$ cat config.mk
export PLATFORM = sky130hd
export DESIGN_NAME = slcg_modu
export DESIGN_NICKNAME = d
export VERILOG_FILES = /design/src/sv/slcg_pkg.sv /design/src/sv/slcg_modu.sv
export SDC_FILE = /design/constraint.sdc
export NUM_CORES = 2
export LEC_CHECK = 0
export ABC_CLOCK_PERIOD_IN_PS = 15000
export BUFFER_PORTS_ARGS = -buffer_cell sky130_fd_sc_hd__buf_4
export CORE_ASPECT_RATIO = 0.8
export CORE_UTILIZATION = 48
export DETAILED_ROUTE_END_ITERATION = 6
export GPL_ROUTABILITY_DRIVEN = 0
export GPL_TIMING_DRIVEN = 0
export HOLD_SLACK_MARGIN = 0.06
export SLEW_MARGIN = 20
export SYNTH_ARGS = -nofsm -noshare
export SYNTH_HDL_FRONTEND = slang
export SYNTH_SLANG_ARGS = --single-unit
export TNS_END_PERCENT = 50
$ cat constraint.sdc
create_clock -name clk -period 15 [get_ports clk]
set_input_delay 2.25 -clock clk [delete_from_list [all_inputs] [get_ports clk]]
set_output_delay 2.25 -clock clk [all_outputs]
set_load 0.02 [all_outputs]
$ cat src/sv/slcg_pkg.sv
// ----------------------------------------------------------------------------
// slcg_pkg: shared types and constants for the shuffled three-LCG source
// Generator constants, reciprocals for the modulo reduction unit, and the
// request/result structs that pass between the sequencer and the unit.
// ----------------------------------------------------------------------------
package slcg_pkg;

	localparam logic [17:0] MOD_ONE   = 18'd259200;
	localparam logic [12:0] MUL_ONE   = 13'd7141;
	localparam logic [15:0] ADD_ONE   = 16'd54773;
	localparam logic [17:0] MOD_TWO   = 18'd134456;
	localparam logic [12:0] MUL_TWO   = 13'd8121;
	localparam logic [15:0] ADD_TWO   = 16'd28411;
	localparam logic [17:0] MOD_THREE = 18'd243000;
	localparam logic [12:0] MUL_THREE = 13'd4561;
	localparam logic [15:0] ADD_THREE = 16'd51349;

	// floor(2^33 / modulus); quotient estimate is low by at most one
	localparam int unsigned RECIP_SHIFT = 33;
	localparam logic [15:0] RECIP_ONE   = 16'd33140;
	localparam logic [15:0] RECIP_TWO   = 16'd63886;
	localparam logic [15:0] RECIP_THREE = 16'd35349;

	// multiple of MOD_ONE that lifts 54773 - seed into 0 .. 2^33-1
	localparam logic [33:0] SEED_OFFSET = 34'd2147472000;

	// MOD_ONE * MOD_TWO, denominator of the fraction
	localparam logic [35:0] FRAC_DEN  = 36'd34850995200;
	localparam int unsigned FRAC_BITS = 24;

	// FRAC_DEN = 2^10 * FRAC_DIV, so frac = floor(2^14 * num / FRAC_DIV)
	localparam logic [25:0] FRAC_DIV   = 26'(FRAC_DEN >> 10);
	// floor(2^50 / FRAC_DIV); num * FRAC_RECIP >> 36 is low by at most one
	localparam logic [24:0] FRAC_RECIP = 25'((64'd1 << 50) / 64'(FRAC_DIV));

	typedef enum logic [1:0] {
		SEL_ONE   = 2'd0,
		SEL_TWO   = 2'd1,
		SEL_THREE = 2'd2
	} mod_sel_t;

	typedef struct packed {
		logic        direct;   // reduce operand as is, else operand*mul+add
		logic [32:0] operand;
		logic [12:0] mul;
		logic [15:0] add;
		mod_sel_t    sel;
	} op_req_t;

	typedef struct packed {
		logic [15:0] quo;
		logic [17:0] rem;
	} op_res_t;

	function automatic logic [17:0] mod_of(input mod_sel_t sel);
		logic [17:0] m;
		case (sel)
			SEL_ONE:   m = MOD_ONE;
			SEL_TWO:   m = MOD_TWO;
			SEL_THREE: m = MOD_THREE;
			default:   m = MOD_ONE;
		endcase
		return m;
	endfunction

	function automatic logic [15:0] recip_of(input mod_sel_t sel);
		logic [15:0] r;
		case (sel)
			SEL_ONE:   r = RECIP_ONE;
			SEL_TWO:   r = RECIP_TWO;
			SEL_THREE: r = RECIP_THREE;
			default:   r = RECIP_ONE;
		endcase
		return r;
	endfunction

endpackage

$ cat src/sv/slcg_modu.sv
// ----------------------------------------------------------------------------
// slcg_modu: shared multiply-add and constant-modulus reduction unit
// Five-stage pipe: operand build, reciprocal multiply, quotient times modulus,
// subtract, and a single correction step. Returns quotient and remainder.
// ----------------------------------------------------------------------------
module slcg_modu (
	input  logic              clk,
	input  logic              arst_n,
	input  logic              start,
	input  slcg_pkg::op_req_t req,
	output logic              done,
	output slcg_pkg::op_res_t res
);
	import slcg_pkg::*;

	logic        v_s1, v_s2, v_s3, v_s4;
	logic [32:0] p_s1, p_s2, p_s3;
	mod_sel_t    sel_s1, sel_s2, sel_s3, sel_s4;
	logic [15:0] q_s2, q_s3, q_s4;
	logic [33:0] qm_s3;
	logic [18:0] diff_s4;

	logic [30:0] lin_prod;
	logic [32:0] p_in;
	logic [48:0] recip_prod;
	logic [32:0] diff_full;
	logic [17:0] mod_s4;

	always_comb begin
		lin_prod   = 31'(req.operand[17:0]) * 31'(req.mul);
		p_in       = req.direct ? req.operand : (33'(lin_prod) + 33'(req.add));
		recip_prod = 49'(p_s1) * 49'(recip_of(sel_s1));
		diff_full  = p_s3 - qm_s3[32:0];
		mod_s4     = mod_of(sel_s4);
	end

	always_ff @(posedge clk or negedge arst_n) begin
		if (!arst_n) begin
			v_s1    <= 1'b0;
			v_s2    <= 1'b0;
			v_s3    <= 1'b0;
			v_s4    <= 1'b0;
			done    <= 1'b0;
			p_s1    <= '0;
			p_s2    <= '0;
			p_s3    <= '0;
			sel_s1  <= SEL_ONE;
			sel_s2  <= SEL_ONE;
			sel_s3  <= SEL_ONE;
			sel_s4  <= SEL_ONE;
			q_s2    <= '0;
			q_s3    <= '0;
			q_s4    <= '0;
			qm_s3   <= '0;
			diff_s4 <= '0;
			res     <= '0;
		end else begin
			v_s1   <= start;
			p_s1   <= p_in;
			sel_s1 <= req.sel;

			v_s2   <= v_s1;
			p_s2   <= p_s1;
			sel_s2 <= sel_s1;
			q_s2   <= recip_prod[48:RECIP_SHIFT];

			v_s3   <= v_s2;
			p_s3   <= p_s2;
			sel_s3 <= sel_s2;
			q_s3   <= q_s2;
			qm_s3  <= 34'(q_s2) * 34'(mod_of(sel_s2));

			// true remainder is below twice the modulus here
			v_s4    <= v_s3;
			sel_s4  <= sel_s3;
			q_s4    <= q_s3;
			diff_s4 <= diff_full[18:0];

			done <= v_s4;
			if (diff_s4 >= 19'(mod_s4)) begin
				res.rem <= 18'(diff_s4 - 19'(mod_s4));
				res.quo <= q_s4 + 16'd1;
			end else begin
				res.rem <= diff_s4[17:0];
				res.quo <= q_s4;
			end
		end
	end

endmodule

==> metrics.txt <==
Root Buffer=clkbuf_16; H-tree lvl count=1; Chip Height=233 um; mapped cell area=about 32000 um2; starting density of the core=48.5%; largest net degree at the start of global routing=75; Startpoint Class=register; post-placement cell count=between 4000 and 5000; Final Skew=25.5 ps; Hold Crit Depth=0; Final setup violation count=0; CTS buffer count=24; hpwl dp=68900 um; predominant post-synthesis flop cell=dfrtp_1; crit path time final=9420 ps; Critical-path top delay cell=clkbuf_1; drc violations=0; Max FO, Critical Path=10; Worst R2R Path Depth=24; full die area=67500 um2; measured slew at the worst slew-check pin=1020 ps; ANT nets after route=0; critical path required time=between 15000 and 20000 ps; largest cells by area after synthesis=fa_1 (39%), dfrtp_1 (16%), ha_1 (14%); Post-synth ARST share=between 90% and 100%; share of cells above drive strength 1=5.29%; top cell type's share of synthesized area=39.0%; Cells after Synth=around 3200; area grow syn2layout=8.57%; GRT overflow=0; Skew-Pair Late Insertion Delay=550 ps; Yosys warning total=0; initial antenna violation count=2; outcome=finished clean; Rel. slew slack=32.0%; Cell variety after synth=82; DR vias/cell=5.14; CP cell instances=inv_1 -> ha_1 -> clkbuf_1 -> clkbuf_1 -> clkbuf_1 -> nand2_1 -> fa_1 -> fa_1 -> inv_1 -> fa_1 -> fa_1 -> fa_1 -> fa_1 -> ha_1 -> a21oi_1 -> o21ai_0 -> a221oi_1 -> o22ai_1 -> a31o_2 -> o21ai_2 -> o21ai_1 -> a41o_1 -> nor4_1 -> a311oi_1; RSZ-0062 raised after global routing=false; number of global-route vias before repair=23742; first-pass GRT wire length=approximately 130000 um; # IOs=103; Final Cycle Share=between 60% and 70%; TritonCTS clock tree=yes; total core area=65700 um2; synthesis-stage register bit count=201; WL/cell=18.8 um; Seq/Total Area, Yosys=~16%; worst hold path type=register to register; Post-Layout Cell Count=4204; syn_area_per_cell=9.97 um2; clk sinks=201; Iter 0 DRT Violations=1210; routed vias=21626; CP Data Arrival Time=approximately 9800 ps; gr usage total=between 20% and 30%; Fin Setup TNS=0 ps; post-CTS sizing=0; postcts setup bufs=0; cts hold-fix bufs=0; Worst-path clk slew=70 ps; Port Buffers=92; Worst setup EP type=register; number of flops mapped to enable cells by yosys=0; routed wire length=79100 um; width of the die=290 um; Hold Vio Cnt, Final=0; final max-slew violation count=0; Worst Path Class, Setup=register to register; Final nets=between 4000 and 5000; Max Freq=106 MHz; post-synth top area cell=fa_1; clock tree buffer depth=3; DRT Pass-1 Iters=5; max-cap violation count=0; # rows=84; # diodes=0; most used cell, CP=fa_1; Crit path largest cell delay=640 ps
cells by family after synthesis:
logic type / after synthesis / share of synthesized area [%]
other: 2 / 0.0236
multiplexers: 7 / 0.243
adder cells (fa/ha/maj): 986 / 53.2
flip-flops: 201 / 15.8
AO/OA/AOI/OAI: 244 / 5.09
AND/OR/NAND/NOR: 734 / 11.2
buffers and inverters: 875 / 10.3
XOR/XNOR: 150 / 4.12
registers in the layout, summed over array words and instances, names as in the netlist, 2 cells and up:
register and count:
diff_s4 19, p_s1 33, p_s2 19, p_s3 19
q_s2 16, q_s3 16, q_s4 16, qm_s3 16
res 34, sel_s1 2, sel_s2 2, sel_s3 2
sel_s4 2
layout by cell type (no fill, tap or decap), types with 9 or more instances in the layout:
master | Yosys | layout
inv_1 | 779 | 779
fa_1 | 621 | 621
ha_1 | 351 | 351
nand2_1 | 328 | 328
dfrtp_1 | 201 | 201
and2_1 | 113 | 113
xnor2_1 | 101 | 101
buf_4 | 0 | 91
clkbuf_1 | 84 | 85
nor2_1 | 79 | 79
nand2b_1 | 73 | 73
o21ai_0 | 65 | 65
a21oi_1 | 59 | 59
xor2_1 | 49 | 49
nor2b_1 | 45 | 45
a21o_1 | 24 | 24
nor3_1 | 24 | 24
clkbuf_16 | 0 | 24
nand3_1 | 21 | 21
maj3_1 | 14 | 14
nand4_1 | 14 | 14
o21a_1 | 12 | 12
o21ai_1 | 11 | 11
o21bai_1 | 10 | 10
and3_1 | 10 | 10
conb_1 | 2 | 9
stage by stage:
| step | util [%] | setup slack, ps | hold WS (ps) | cell area (um2) |
|---|---|---|---|---|
| floorplan | - | 6910 | 331 | 31900 |
| global placement | 51.3 | 5800 | 332 | 33700 |
| detailed placement | 51.4 | 5790 | 335 | 33700 |
| CTS | 52.7 | 5750 | 317 | 34600 |
| global route | 52.7 | 5350 | 333 | 34600 |
| finish | 52.7 | 5580 | 325 | 34600 |
cells in the mapped netlist (3+ instances only):
cell type / count
a211oi_1: 7
a211oi_2: 3
a21boi_0: 5
a21o_1: 24
a21oi_1: 59
and2_1: 113
and3_1: 10
buf_1: 4
clkbuf_1: 84
clkinv_1: 3
dfrtp_1: 201
fa_1: 621
ha_1: 351
inv_1: 779
maj3_1: 14
mux2_2: 6
nand2_1: 328
nand2b_1: 73
nand3_1: 21
nand4_1: 14
nor2_1: 79
nor2b_1: 45
nor3_1: 24
nor3b_1: 3
o21a_1: 12
o21ai_0: 65
o21ai_1: 11
o21bai_1: 10
o31ai_1: 4
or2_2: 4
or3_1: 3
xnor2_1: 101
xor2_1: 49
area by class of cell:
| cell class | count | area, um2 |
|---|---|---|
| buffer | 92 | 357 |
| clock buffer | 26 | 618 |
| clock inverter | 18 | 258 |
| fill | 5898 | 31100 |
| inverter | 783 | 2940 |
| multi-input combinational | 2130 | 23600 |
| sequential | 201 | 5030 |
| tap | 860 | 1080 |
| timing repair buffer | 94 | 753 |
critical path, delay by kind of cell, from the launching register on:
kind / cells / cell delay (ps)
fa+ha+maj: 8 / 3930
simple gates: 2 / 780
buf+inv: 5 / 1820
flops: 1 / 480
compound gates: 9 / 2210
layer usage:
metal	wire length, um	up-vias	GRT usage [%]
met5	13	-	0
met4	1760	2	5.63
met3	5740	105	5.09
met2	34800	638	37.7
met1	36800	11031	35.6
li1	-	9850	-
path summary, 6_finish.rpt:
| path | from | end | slack [ps] |
|---|---|---|---|
| min in group asynchronous | arst_n | res[15] | 1600 |
| worst min register to register | p_s2[14] | p_s3[14] | 330 |
| worst min-delay path | p_s2[14] | p_s3[14] | 330 |
| worst max register to register | sel_s1[1] | q_s2[15] | 5580 |
| max in group asynchronous | arst_n | p_s1[23] | 12640 |
| worst max-delay path | sel_s1[1] | q_s2[15] | 5580 |
Power is not shown: default switching activity piles up to over one toggle a cycle in this logic, so the estimate is an artifact.
