### config.mk
export PLATFORM = sky130hd
export DESIGN_NAME = slcg_fdiv
export DESIGN_NICKNAME = d
export VERILOG_FILES = /design/src/sv/slcg_pkg.sv /design/src/sv/slcg_fdiv.sv
export SDC_FILE = /design/constraint.sdc
export NUM_CORES = 1
export LEC_CHECK = 0
export BUFFER_PORTS_ARGS = -buffer_cell sky130_fd_sc_hd__buf_4
export CORE_MARGIN = 1
export CORE_UTILIZATION = 45
export CTS_CLUSTER_SIZE = 16
export DETAILED_ROUTE_END_ITERATION = 10
export SYNTH_ARGS = -nofsm -noshare
export SYNTH_HDL_FRONTEND = slang
export SYNTH_SLANG_ARGS = --single-unit
### constraint.sdc
create_clock -name clk -period 10.8 [get_ports clk]
set_input_delay 1.08 -clock clk [delete_from_list [all_inputs] [get_ports clk]]
set_output_delay 1.08 -clock clk [all_outputs]
set_load 0.1 [all_outputs]
### src/sv/slcg_pkg.sv
// ----------------------------------------------------------------------------
// slcg_pkg: shared types and constants for the shuffled three-LCG source
// Generator constants, reciprocals for the modulo reduction unit, and the
// request/result structs that pass between the sequencer and the unit.
// ----------------------------------------------------------------------------
package slcg_pkg;

	localparam logic [17:0] MOD_ONE   = 18'd259200;
	localparam logic [12:0] MUL_ONE   = 13'd7141;
	localparam logic [15:0] ADD_ONE   = 16'd54773;
	localparam logic [17:0] MOD_TWO   = 18'd134456;
	localparam logic [12:0] MUL_TWO   = 13'd8121;
	localparam logic [15:0] ADD_TWO   = 16'd28411;
	localparam logic [17:0] MOD_THREE = 18'd243000;
	localparam logic [12:0] MUL_THREE = 13'd4561;
	localparam logic [15:0] ADD_THREE = 16'd51349;

	// floor(2^33 / modulus); quotient estimate is low by at most one
	localparam int unsigned RECIP_SHIFT = 33;
	localparam logic [15:0] RECIP_ONE   = 16'd33140;
	localparam logic [15:0] RECIP_TWO   = 16'd63886;
	localparam logic [15:0] RECIP_THREE = 16'd35349;

	// multiple of MOD_ONE that lifts 54773 - seed into 0 .. 2^33-1
	localparam logic [33:0] SEED_OFFSET = 34'd2147472000;

	// MOD_ONE * MOD_TWO, denominator of the fraction
	localparam logic [35:0] FRAC_DEN  = 36'd34850995200;
	localparam int unsigned FRAC_BITS = 24;

	// FRAC_DEN = 2^10 * FRAC_DIV, so frac = floor(2^14 * num / FRAC_DIV)
	localparam logic [25:0] FRAC_DIV   = 26'(FRAC_DEN >> 10);
	// floor(2^50 / FRAC_DIV); num * FRAC_RECIP >> 36 is low by at most one
	localparam logic [24:0] FRAC_RECIP = 25'((64'd1 << 50) / 64'(FRAC_DIV));

	typedef enum logic [1:0] {
		SEL_ONE   = 2'd0,
		SEL_TWO   = 2'd1,
		SEL_THREE = 2'd2
	} mod_sel_t;

	typedef struct packed {
		logic        direct;   // reduce operand as is, else operand*mul+add
		logic [32:0] operand;
		logic [12:0] mul;
		logic [15:0] add;
		mod_sel_t    sel;
	} op_req_t;

	typedef struct packed {
		logic [15:0] quo;
		logic [17:0] rem;
	} op_res_t;

	function automatic logic [17:0] mod_of(input mod_sel_t sel);
		logic [17:0] m;
		case (sel)
			SEL_ONE:   m = MOD_ONE;
			SEL_TWO:   m = MOD_TWO;
			SEL_THREE: m = MOD_THREE;
			default:   m = MOD_ONE;
		endcase
		return m;
	endfunction

	function automatic logic [15:0] recip_of(input mod_sel_t sel);
		logic [15:0] r;
		case (sel)
			SEL_ONE:   r = RECIP_ONE;
			SEL_TWO:   r = RECIP_TWO;
			SEL_THREE: r = RECIP_THREE;
			default:   r = RECIP_ONE;
		endcase
		return r;
	endfunction

endpackage

### src/sv/slcg_fdiv.sv
// ----------------------------------------------------------------------------
// slcg_fdiv: fraction unit
// Reciprocal multiply of num by 2^14/FRAC_DIV in two 18-bit halves, then one
// compare-and-correct step, giving the truncated 24-bit fraction.
// ----------------------------------------------------------------------------
module slcg_fdiv (
	input  logic        clk,
	input  logic        arst_n,
	input  logic        start,
	input  logic [35:0] num,
	output logic        done,
	output logic [23:0] frac
);
	import slcg_pkg::*;

	typedef enum logic [4:0] {
		PH_IDLE = 5'b00001,
		PH_LO   = 5'b00010,
		PH_HI   = 5'b00100,
		PH_MUL  = 5'b01000,
		PH_FIX  = 5'b10000
	} phase_t;

	phase_t      ph_q;
	logic [35:0] num_q;
	logic [24:0] part_q;
	logic [41:0] sum_q;
	logic [26:0] qc_q;
	logic [17:0] mul_a;
	logic [42:0] mult;
	logic [23:0] q_est;
	logic [26:0] qc_low;
	logic [26:0] diff;

	always_comb begin
		mul_a  = (ph_q == PH_HI) ? num_q[35:18] : num_q[17:0];
		mult   = 43'(mul_a) * 43'(FRAC_RECIP);
		q_est  = sum_q[41:18];
		// remainder is below twice FRAC_DIV, so 27 low bits are enough
		qc_low = 27'(q_est) * 27'(FRAC_DIV);
		diff   = {num_q[12:0], 14'd0} - qc_q;
	end

	always_ff @(posedge clk or negedge arst_n) begin
		if (!arst_n) begin
			ph_q   <= PH_IDLE;
			num_q  <= '0;
			part_q <= '0;
			sum_q  <= '0;
			qc_q   <= '0;
			done   <= 1'b0;
			frac   <= '0;
		end else begin
			done <= (ph_q == PH_FIX);
			case (ph_q)
				PH_IDLE: begin
					if (start) begin
						num_q <= num;
						ph_q  <= PH_LO;
					end
				end
				PH_LO: begin
					part_q <= mult[42:18];
					ph_q   <= PH_HI;
				end
				PH_HI: begin
					sum_q <= 42'(mult) + 42'(part_q);
					ph_q  <= PH_MUL;
				end
				PH_MUL: begin
					qc_q <= qc_low;
					ph_q <= PH_FIX;
				end
				PH_FIX: begin
					frac <= (diff >= 27'(FRAC_DIV)) ? q_est + 24'd1 : q_est;
					ph_q <= PH_IDLE;
				end
				default: ph_q <= PH_IDLE;
			endcase
		end
	end

endmodule

==> reports/metrics.cfg, run 1 <==
[critical_path]
critPathKind=reg2reg
cpLargestDelayFamily=adder cells
worst-r2r-setup-slack_ps=840
r2r_cells=34
critPathMaxStageDelay_ps=580
worst_setup_path_start_kind=flop
r2r-start=ph_q[4]
critPathCapture=sum_q[41]
critPathCaptureType=flop
critPathMaxFanout=14
cp.depth=34
rr_endpoint=sum_q[41]
crit_start=ph_q[4]
critPathRequiredTime_ps=11170
crit_slowest_cell=nor4_1
cp_common_cell=inv_1
cp.arrival_ps=10330
path_buf_inv=6

[sta]
finalMaxSlewViolations=0
rsz0062_at_grt=false
period_minus_slack_ps=9960
hold_viol=0
tightest_slew_ps=827
tns_ps=0
finalSetupViolations=0
fin_ws_ps=839
hold_ws_ps=483
relSlewSlack=0.448
fin_crit_sh=0.922
finClkSkew_ps=12.1
fmax_mhz=100

[yosys]
netlist_instances=2292
synth_ff_type=dfrtp_1
synthSimpleGateAreaFrac=0.0999
synth_top_family_by_area=adder cells
synth-seq-area-share=0.164
muxShareOfSynthArea=0.0313
synth-compound-area-share=0.0976
synth.top_cells.by_area=fa_1 (26%), ha_1 (20%), dfrtp_1 (16%), inv_1 (9.0%), nand2_1 (3.6%)
synthAdderAreaFrac=0.459
syn_area_mm2=0.0216
ys_warn_count=0
synth_edf_count=0
synth.net_count=2959
async_flop_share=1.00
synth_cell_types=78
syn-mean-instance-area_um2=9.44
synthXorXnorAreaFrac=0.0502
post-synth-top-area-fraction=0.255
netlist.top_cell.by_area=fa_1
ys_ff_latch=142

[drt]
via_per_inst=5.32
drt_iter0_markers=737
dr.pass1.iters=5
drt_wl_total_um=57600
wl_per_cell_um=19.4
num_vias=15766
drc=0
detail-route-antenna-nets=0

[die]
core_mm2=0.0470
boundaryPins=64
start_util=0.461
die_x_um=221
die_area_mm2=0.0490
die_h_um=221
fp-row-count=79

[finish]
nFillCells=4442
drive_above_1_share=0.0780
layout_common_cells=inv_1 (518), ha_1 (352), fa_1 (276)
final_common_cell=inv_1
syn_to_final_growth_pct=8.13
stdcell_area_mm2=0.0234
antenna_cells=0
nNetsFinal=3012

[clock_tree]
cts_buffers=17
clk_latency_ps=490
root_buffer=clkbuf_16
cts_max_level=4
cts_hold_buf=0
clockBufferDepth=2
clk_pin_slew_ps=70
cts_setup_buffers=0
cts_tree=built
clock-sinks=142
cts_resized=0

[global_routing]
antenna_found_initial=0
grt_pass1_wl_um=93000
grt_pass1_vias=16921
grt.total_usage=0.251
grt_overflow_total=0
grt_max_degree=83

[placed_design]
port-buffer-count=63
gp_congestion=0.947
dp_hpwl_um=50100
pre_cts_slack_ps=962
placed_cell_area_mm2=0.0228

[worst_hold_path]
worst_hold_path_type=reg2reg

[outcome]
status=finished, final reports clean

[run]
drv_cap=0

worst reg2reg max path: cells and delay by family (launching register included):
family	cells	cell delay [ps]
adder cells (fa/ha/maj)	8	3630
XOR/XNOR	1	160
AO/OA/AOI/OAI	5	1140
flip-flops	1	440
multiplexers	1	230
buffers and inverters	6	960
AND/OR/NAND/NOR	13	3300
cell type report:
| type | instances | area (um^2) | area share |
|---|---|---|---|
| clock buffer | 19 | 453 | 0.0194 |
| multi-input combinational | 1593 | 16000 | 0.683 |
| sequential | 142 | 3550 | 0.152 |
| timing repair buffer | 71 | 537 | 0.0229 |
| inverter | 520 | 1950 | 0.0834 |
| clock inverter | 13 | 163 | 0.00695 |
| tap | 607 | 759 | 0.0325 |
synth_stat cells (19+ instances only):
| master | number |
|---|---|
| xor2_1 | 41 |
| xnor2_1 | 83 |
| o21ai_0 | 110 |
| a21oi_1 | 67 |
| nand2_1 | 206 |
| clkbuf_1 | 32 |
| nor2_1 | 70 |
| ha_1 | 352 |
| a21o_1 | 33 |
| fa_1 | 276 |
| mux2_2 | 45 |
| nor3_1 | 19 |
| inv_1 | 518 |
| dfrtp_1 | 141 |
| nand3_1 | 35 |
sequential cells by signal (all words and copies together) (netlist names):
register  count
ph_q          5
done          1
num_q        36
part_q       25
frac         24
qc_q         27
sum_q        24
cell families after synthesis:
| family | after synthesis |
|---|---|
| AOI/OAI and AO/OA | 334 |
| buffers and inverters | 557 |
| xor gates and xnor gates | 124 |
| adders and majority gates | 628 |
| muxes | 62 |
| DFF | 142 |
| and+or+nand+nor | 445 |
worst min path at each step:
stage | end | start | slack (ps) | cells past startpoint
floorplan | qc_q[20] | qc_q[20] | 450 | 2
global placement | frac[12] | frac[12] | 460 | 2
detailed placement | frac[1] | frac[1] | 470 | 2
CTS | frac[1] | frac[1] | 490 | 2
global route | part_q[5] | part_q[5] | 510 | 2
finish | frac[1] | frac[1] | 480 | 2
per-stage QoR:
stage	cells	util
4_1_cts	2965	0.498
3_5_place_dp	2933	0.485
5_1_grt	2965	0.498
6_report	2965	0.498
3_3_place_gp	2933	0.485
2_1_floorplan	2292	-
per-layer routing:
metal | vias to the layer above | share of wire | track usage | routed length (um)
met4 | 0 | 0.031 | 0.0864 | 1780
li1 | 7519 | - | - | -
met1 | 7895 | 0.43 | 0.313 | 25000
met3 | 77 | 0.031 | 0.0377 | 1800
met2 | 275 | 0.50 | 0.440 | 29000
met5 | - | 0 | 0 | 0
Power of run 1 is not shown: default switching activity piles up to over one toggle a cycle in this logic, so the estimate is an artifact.
==> run 2, diff against run 1 <==
--- a/config.mk
+++ b/config.mk
@@ -10,6 +10,7 @@
 export CORE_UTILIZATION = 45
 export CTS_CLUSTER_SIZE = 16
 export DETAILED_ROUTE_END_ITERATION = 10
+export PLACE_DENSITY_LB_ADDON = 0.3
 export SYNTH_ARGS = -nofsm -noshare
 export SYNTH_HDL_FRONTEND = slang
 export SYNTH_SLANG_ARGS = --single-unit
==> run 2 against run 1 <==
Effect of this change:
- non-clock buffer count down 2
- worst hold slack lost 4.2 ps
- via count decreased by 0.40%
- sequential share of layout area up 0.062 points
- cell count barely moved
- clock skew about the same
- die area stayed put
- setup slack got worse by 36 ps
- wire length down 3.3%
- clock-buffer cell count is the same
- first-iteration DRC count is 12% higher
- critical path depth down 2
==> reports/metrics.cfg, run 2 (same netlist as run 1, synthesis figures left out) <==
[sta]
finalSetupViolations=0
relSlewSlack=0.297
fin_crit_sh=0.926
rsz0062_at_grt=false
period_minus_slack_ps=10000
fmax_mhz=100
finalMaxSlewViolations=0
tightest_slew_ps=1040
hold_viol=0
finClkSkew_ps=12.0
tns_ps=0

[critical_path]
critPathRequiredTime_ps=11160
worst_setup_path_start_kind=flop
critPathMaxStageDelay_ps=740
crit_slowest_cell=mux2i_1
critPathKind=reg2reg
cp.arrival_ps=10350
critPathMaxFanout=18
critPathCaptureType=flop

[finish]
final_common_cell=inv_1
drive_above_1_share=0.0768
top_register=num_q
layout_common_cells=inv_1 (518), ha_1 (352), fa_1 (276)
antenna_cells=0
largest_reg_flops=36
largest_registers=num_q (36), qc_q (27), part_q (25)
syn_to_final_growth_pct=7.69
nNetsFinal=3010

[die]
boundaryPins=64
die_h_um=221
die_x_um=221
die_area_mm2=0.0490
fp-row-count=79
core_mm2=0.0470
start_util=0.461

[global_routing]
use_met3=0.0360
grt.total_usage=0.240
antenna_found_initial=0
grt_pass1_wl_um=90500
grt_max_degree=83
grt_pass1_vias=16876
grt-busiest-layer=met2
grt_use_met2=0.418
grt_overflow_total=0
met1_usage=0.299

[clock_tree]
cts_resized=0
cts_setup_buffers=0
cts_max_level=4
cts_buffers=17
cts_hold_buf=0
root_buffer=clkbuf_16
clock-sinks=142
clk_pin_slew_ps=70
cts_tree=built
clockBufferDepth=2
clk_latency_ps=470

[drt]
drt_iter0_markers=823
drt_wl_total_um=55700
dr.pass1.iters=5
detail-route-antenna-nets=0
drc=0
wl_per_cell_um=18.8
via_per_inst=5.30
num_vias=15703

[placed_design]
gp_congestion=0.946
dp_hpwl_um=48400
port-buffer-count=63

[outcome]
status=finished, final reports clean

[worst_hold_path]
worst_hold_path_type=reg2reg

[run]
drv_cap=0

-- run 2: metrics by stage --
step	setup slack [ps]	util	area [um^2]	instances	hold slack (ps)
6_report	803	0.496	23300	2963	479
3_3_place_gp	1030	0.485	22800	2931	465
4_1_cts	832	0.496	23300	2963	488
5_1_grt	64.3	0.496	23300	2963	500
3_5_place_dp	892	0.485	22800	2931	474
2_1_floorplan	2360	-	21600	2292	449
-- run 2: path summary, 6_finish.rpt --
kind                         start         to  slack [ps]  depth (start not counted)
max in group asynchronous   arst_n  part_q[3]        8780                          2
hold reg to reg            frac[0]    frac[0]         480                          2
min in group asynchronous   arst_n    qc_q[9]         680                          1
setup reg to reg           ph_q[4]  sum_q[41]         800                         32
hold / removal             frac[0]    frac[0]         480                          2
setup / recovery           ph_q[4]  sum_q[41]         800                         32
-- run 2: final cells by class --
class	count	area [um^2]
fillers	4392	23700
multi-input cells	1593	16000
flip-flops and latches	142	3550
inverters	520	1950
well taps	607	759
repair buffers	69	522
clock buffers	19	443
clock inverters	13	92.6
-- run 2: worst max-delay path: cells and delay by family (launching register included) --
kind / cells / cell delay (ps)
AOI/OAI and AO/OA: 5 / 1110
xor gates and xnor gates: 1 / 170
adders and majority gates: 8 / 3790
buffers and inverters: 5 / 530
DFF: 1 / 430
muxes: 2 / 970
and+or+nand+nor: 11 / 2870
-- run 2: routing by layer --
metal,vias to the layer above,part of all wire
li1,7500,-
met1,7811,0.43
met2,294,0.50
met3,98,0.039
met4,0,0.036
met5,-,0
Power of run 2 is left out for the same reason.
==> run 3, diff against run 2 <==
==> constraint.sdc (replaced) <==
create_clock -name clk -period 12.55 [get_ports clk]
set_input_delay 1.255 -clock clk [delete_from_list [all_inputs] [get_ports clk]]
set_output_delay 1.255 -clock clk [all_outputs]
set_load 0.1 [all_outputs]
==> run 3 against run 2 <==
Effect of this change:
- register-to-register slack better by 2000 ps
- cell count did not move
- worst hold slack got worse by 1.1 ps
- wire length grew 0.11%
- global-route usage rose by 0.12 points
- sequential share of layout area about the same
- cell area grew 0.24%
- die area stayed put
- clock skew shrank 3.2 ps
- setup slack better by 2000 ps
- non-clock buffer count is the same
- first-iteration DRC count up 1.8%
- critical endpoint unchanged
==> reports/metrics.cfg, run 3 (same netlist as run 1, synthesis figures left out) <==
[finish]
top_register=num_q
syn_to_final_growth_pct=7.95
layout_common_cells=inv_1 (518), ha_1 (352), fa_1 (276)
final_common_cell=inv_1
nFillCells=4396
antenna_cells=0
final_cells=2963
drive_above_1_share=0.0768
largest_reg_flops=36
nNetsFinal=3010
largest_registers=num_q (36), qc_q (27), part_q (25)

[drt]
drt_iter0_markers=838
dr.pass1.iters=6
via_per_inst=5.31
num_vias=15734
wl_per_cell_um=18.8
drc=0
drt_wl_total_um=55700
detail-route-antenna-nets=0

[sta]
rsz0062_at_grt=false
tns_ps=0
tightest_slew_ps=944
hold_viol=0
fin_ws_ps=2850
hold_ws_ps=478
finalSetupViolations=0
finClkSkew_ps=8.87
finalMaxSlewViolations=0
fin_crit_sh=0.773
relSlewSlack=0.362
fmax_mhz=103
period_minus_slack_ps=9700

[clock_tree]
cts_resized=0
clockBufferDepth=2
cts_tree=built
cts_hold_buf=0
clk_pin_slew_ps=60
clk_latency_ps=460
cts_setup_buffers=0
cts_max_level=4
clock-sinks=142
root_buffer=clkbuf_16
cts_buffers=17

[die]
die_h_um=221
fp-row-count=79
core_mm2=0.0470
die_x_um=221
start_util=0.461
boundaryPins=64
die_area_mm2=0.0490

[worst_hold_path]
worst_hold_path_type=reg2reg

[critical_path]
critPathRequiredTime_ps=12900
crit_slowest_cell=fa_1
worst_setup_path_start_kind=flop
critPathKind=reg2reg
path_buf_inv=6
critPathMaxStageDelay_ps=560
critPathCaptureType=flop
cp.arrival_ps=10050
critPathMaxFanout=65
cpLargestDelayFamily=adder cells

[global_routing]
grt_max_degree=84
grt_pass1_wl_um=91300
antenna_found_initial=0
grt_overflow_total=0
grt_pass1_vias=17089
grt.total_usage=0.242

[placed_design]
dp_hpwl_um=48200
port-buffer-count=63
pre_cts_slack_ps=2960
place_inst=2931
gp_congestion=0.972

[outcome]
status=finished, final reports clean

[run]
drv_cap=0

[run 3: layout make-up]
| class | instances | area, um^2 | area share |
|---|---|---|---|
| inverter | 520 | 1950 | 0.0836 |
| clock buffer | 20 | 457 | 0.0196 |
| timing repair buffer | 69 | 522 | 0.0223 |
| multi-input combinational | 1593 | 16000 | 0.684 |
| clock inverter | 12 | 135 | 0.00579 |
| sequential | 142 | 3550 | 0.152 |
| tap | 607 | 759 | 0.0325 |
[run 3: per-layer routing]
layer | vias up | global-route usage | routed length (um)
met4 | 0 | 0.0799 | 1590
met1 | 7842 | 0.299 | 23800
met5 | - | 0 | 0
li1 | 7499 | - | -
met3 | 73 | 0.0365 | 2280
met2 | 320 | 0.428 | 28100
[run 3: path summary, 6_finish.rpt]
path	startpoint	endpoint	slack, ps	cells after the start
setup / recovery	ph_q[4]	sum_q[41]	2850	33
hold / removal	frac[0]	frac[0]	480	2
setup reg to reg	ph_q[4]	sum_q[41]	2850	33
hold reg to reg	frac[0]	frac[0]	480	2
max in group asynchronous	arst_n	qc_q[18]	10390	2
min in group asynchronous	arst_n	qc_q[7]	860	1
[run 3: stage by stage]
stage                util  instance area (um^2)
floorplan               -                 21600
global placement    0.485                 22800
detailed placement  0.485                 22800
CTS                 0.497                 23400
global route        0.497                 23400
finish              0.497                 23400
[run 3: tightest hold or removal path, delay by kind of cell (launching register included)]
kind	cells	cell delay (ps)
DFF	1	340
and+or+nand+nor	1	50
AOI/OAI and AO/OA	1	60
Power of run 3 is left out for the same reason.
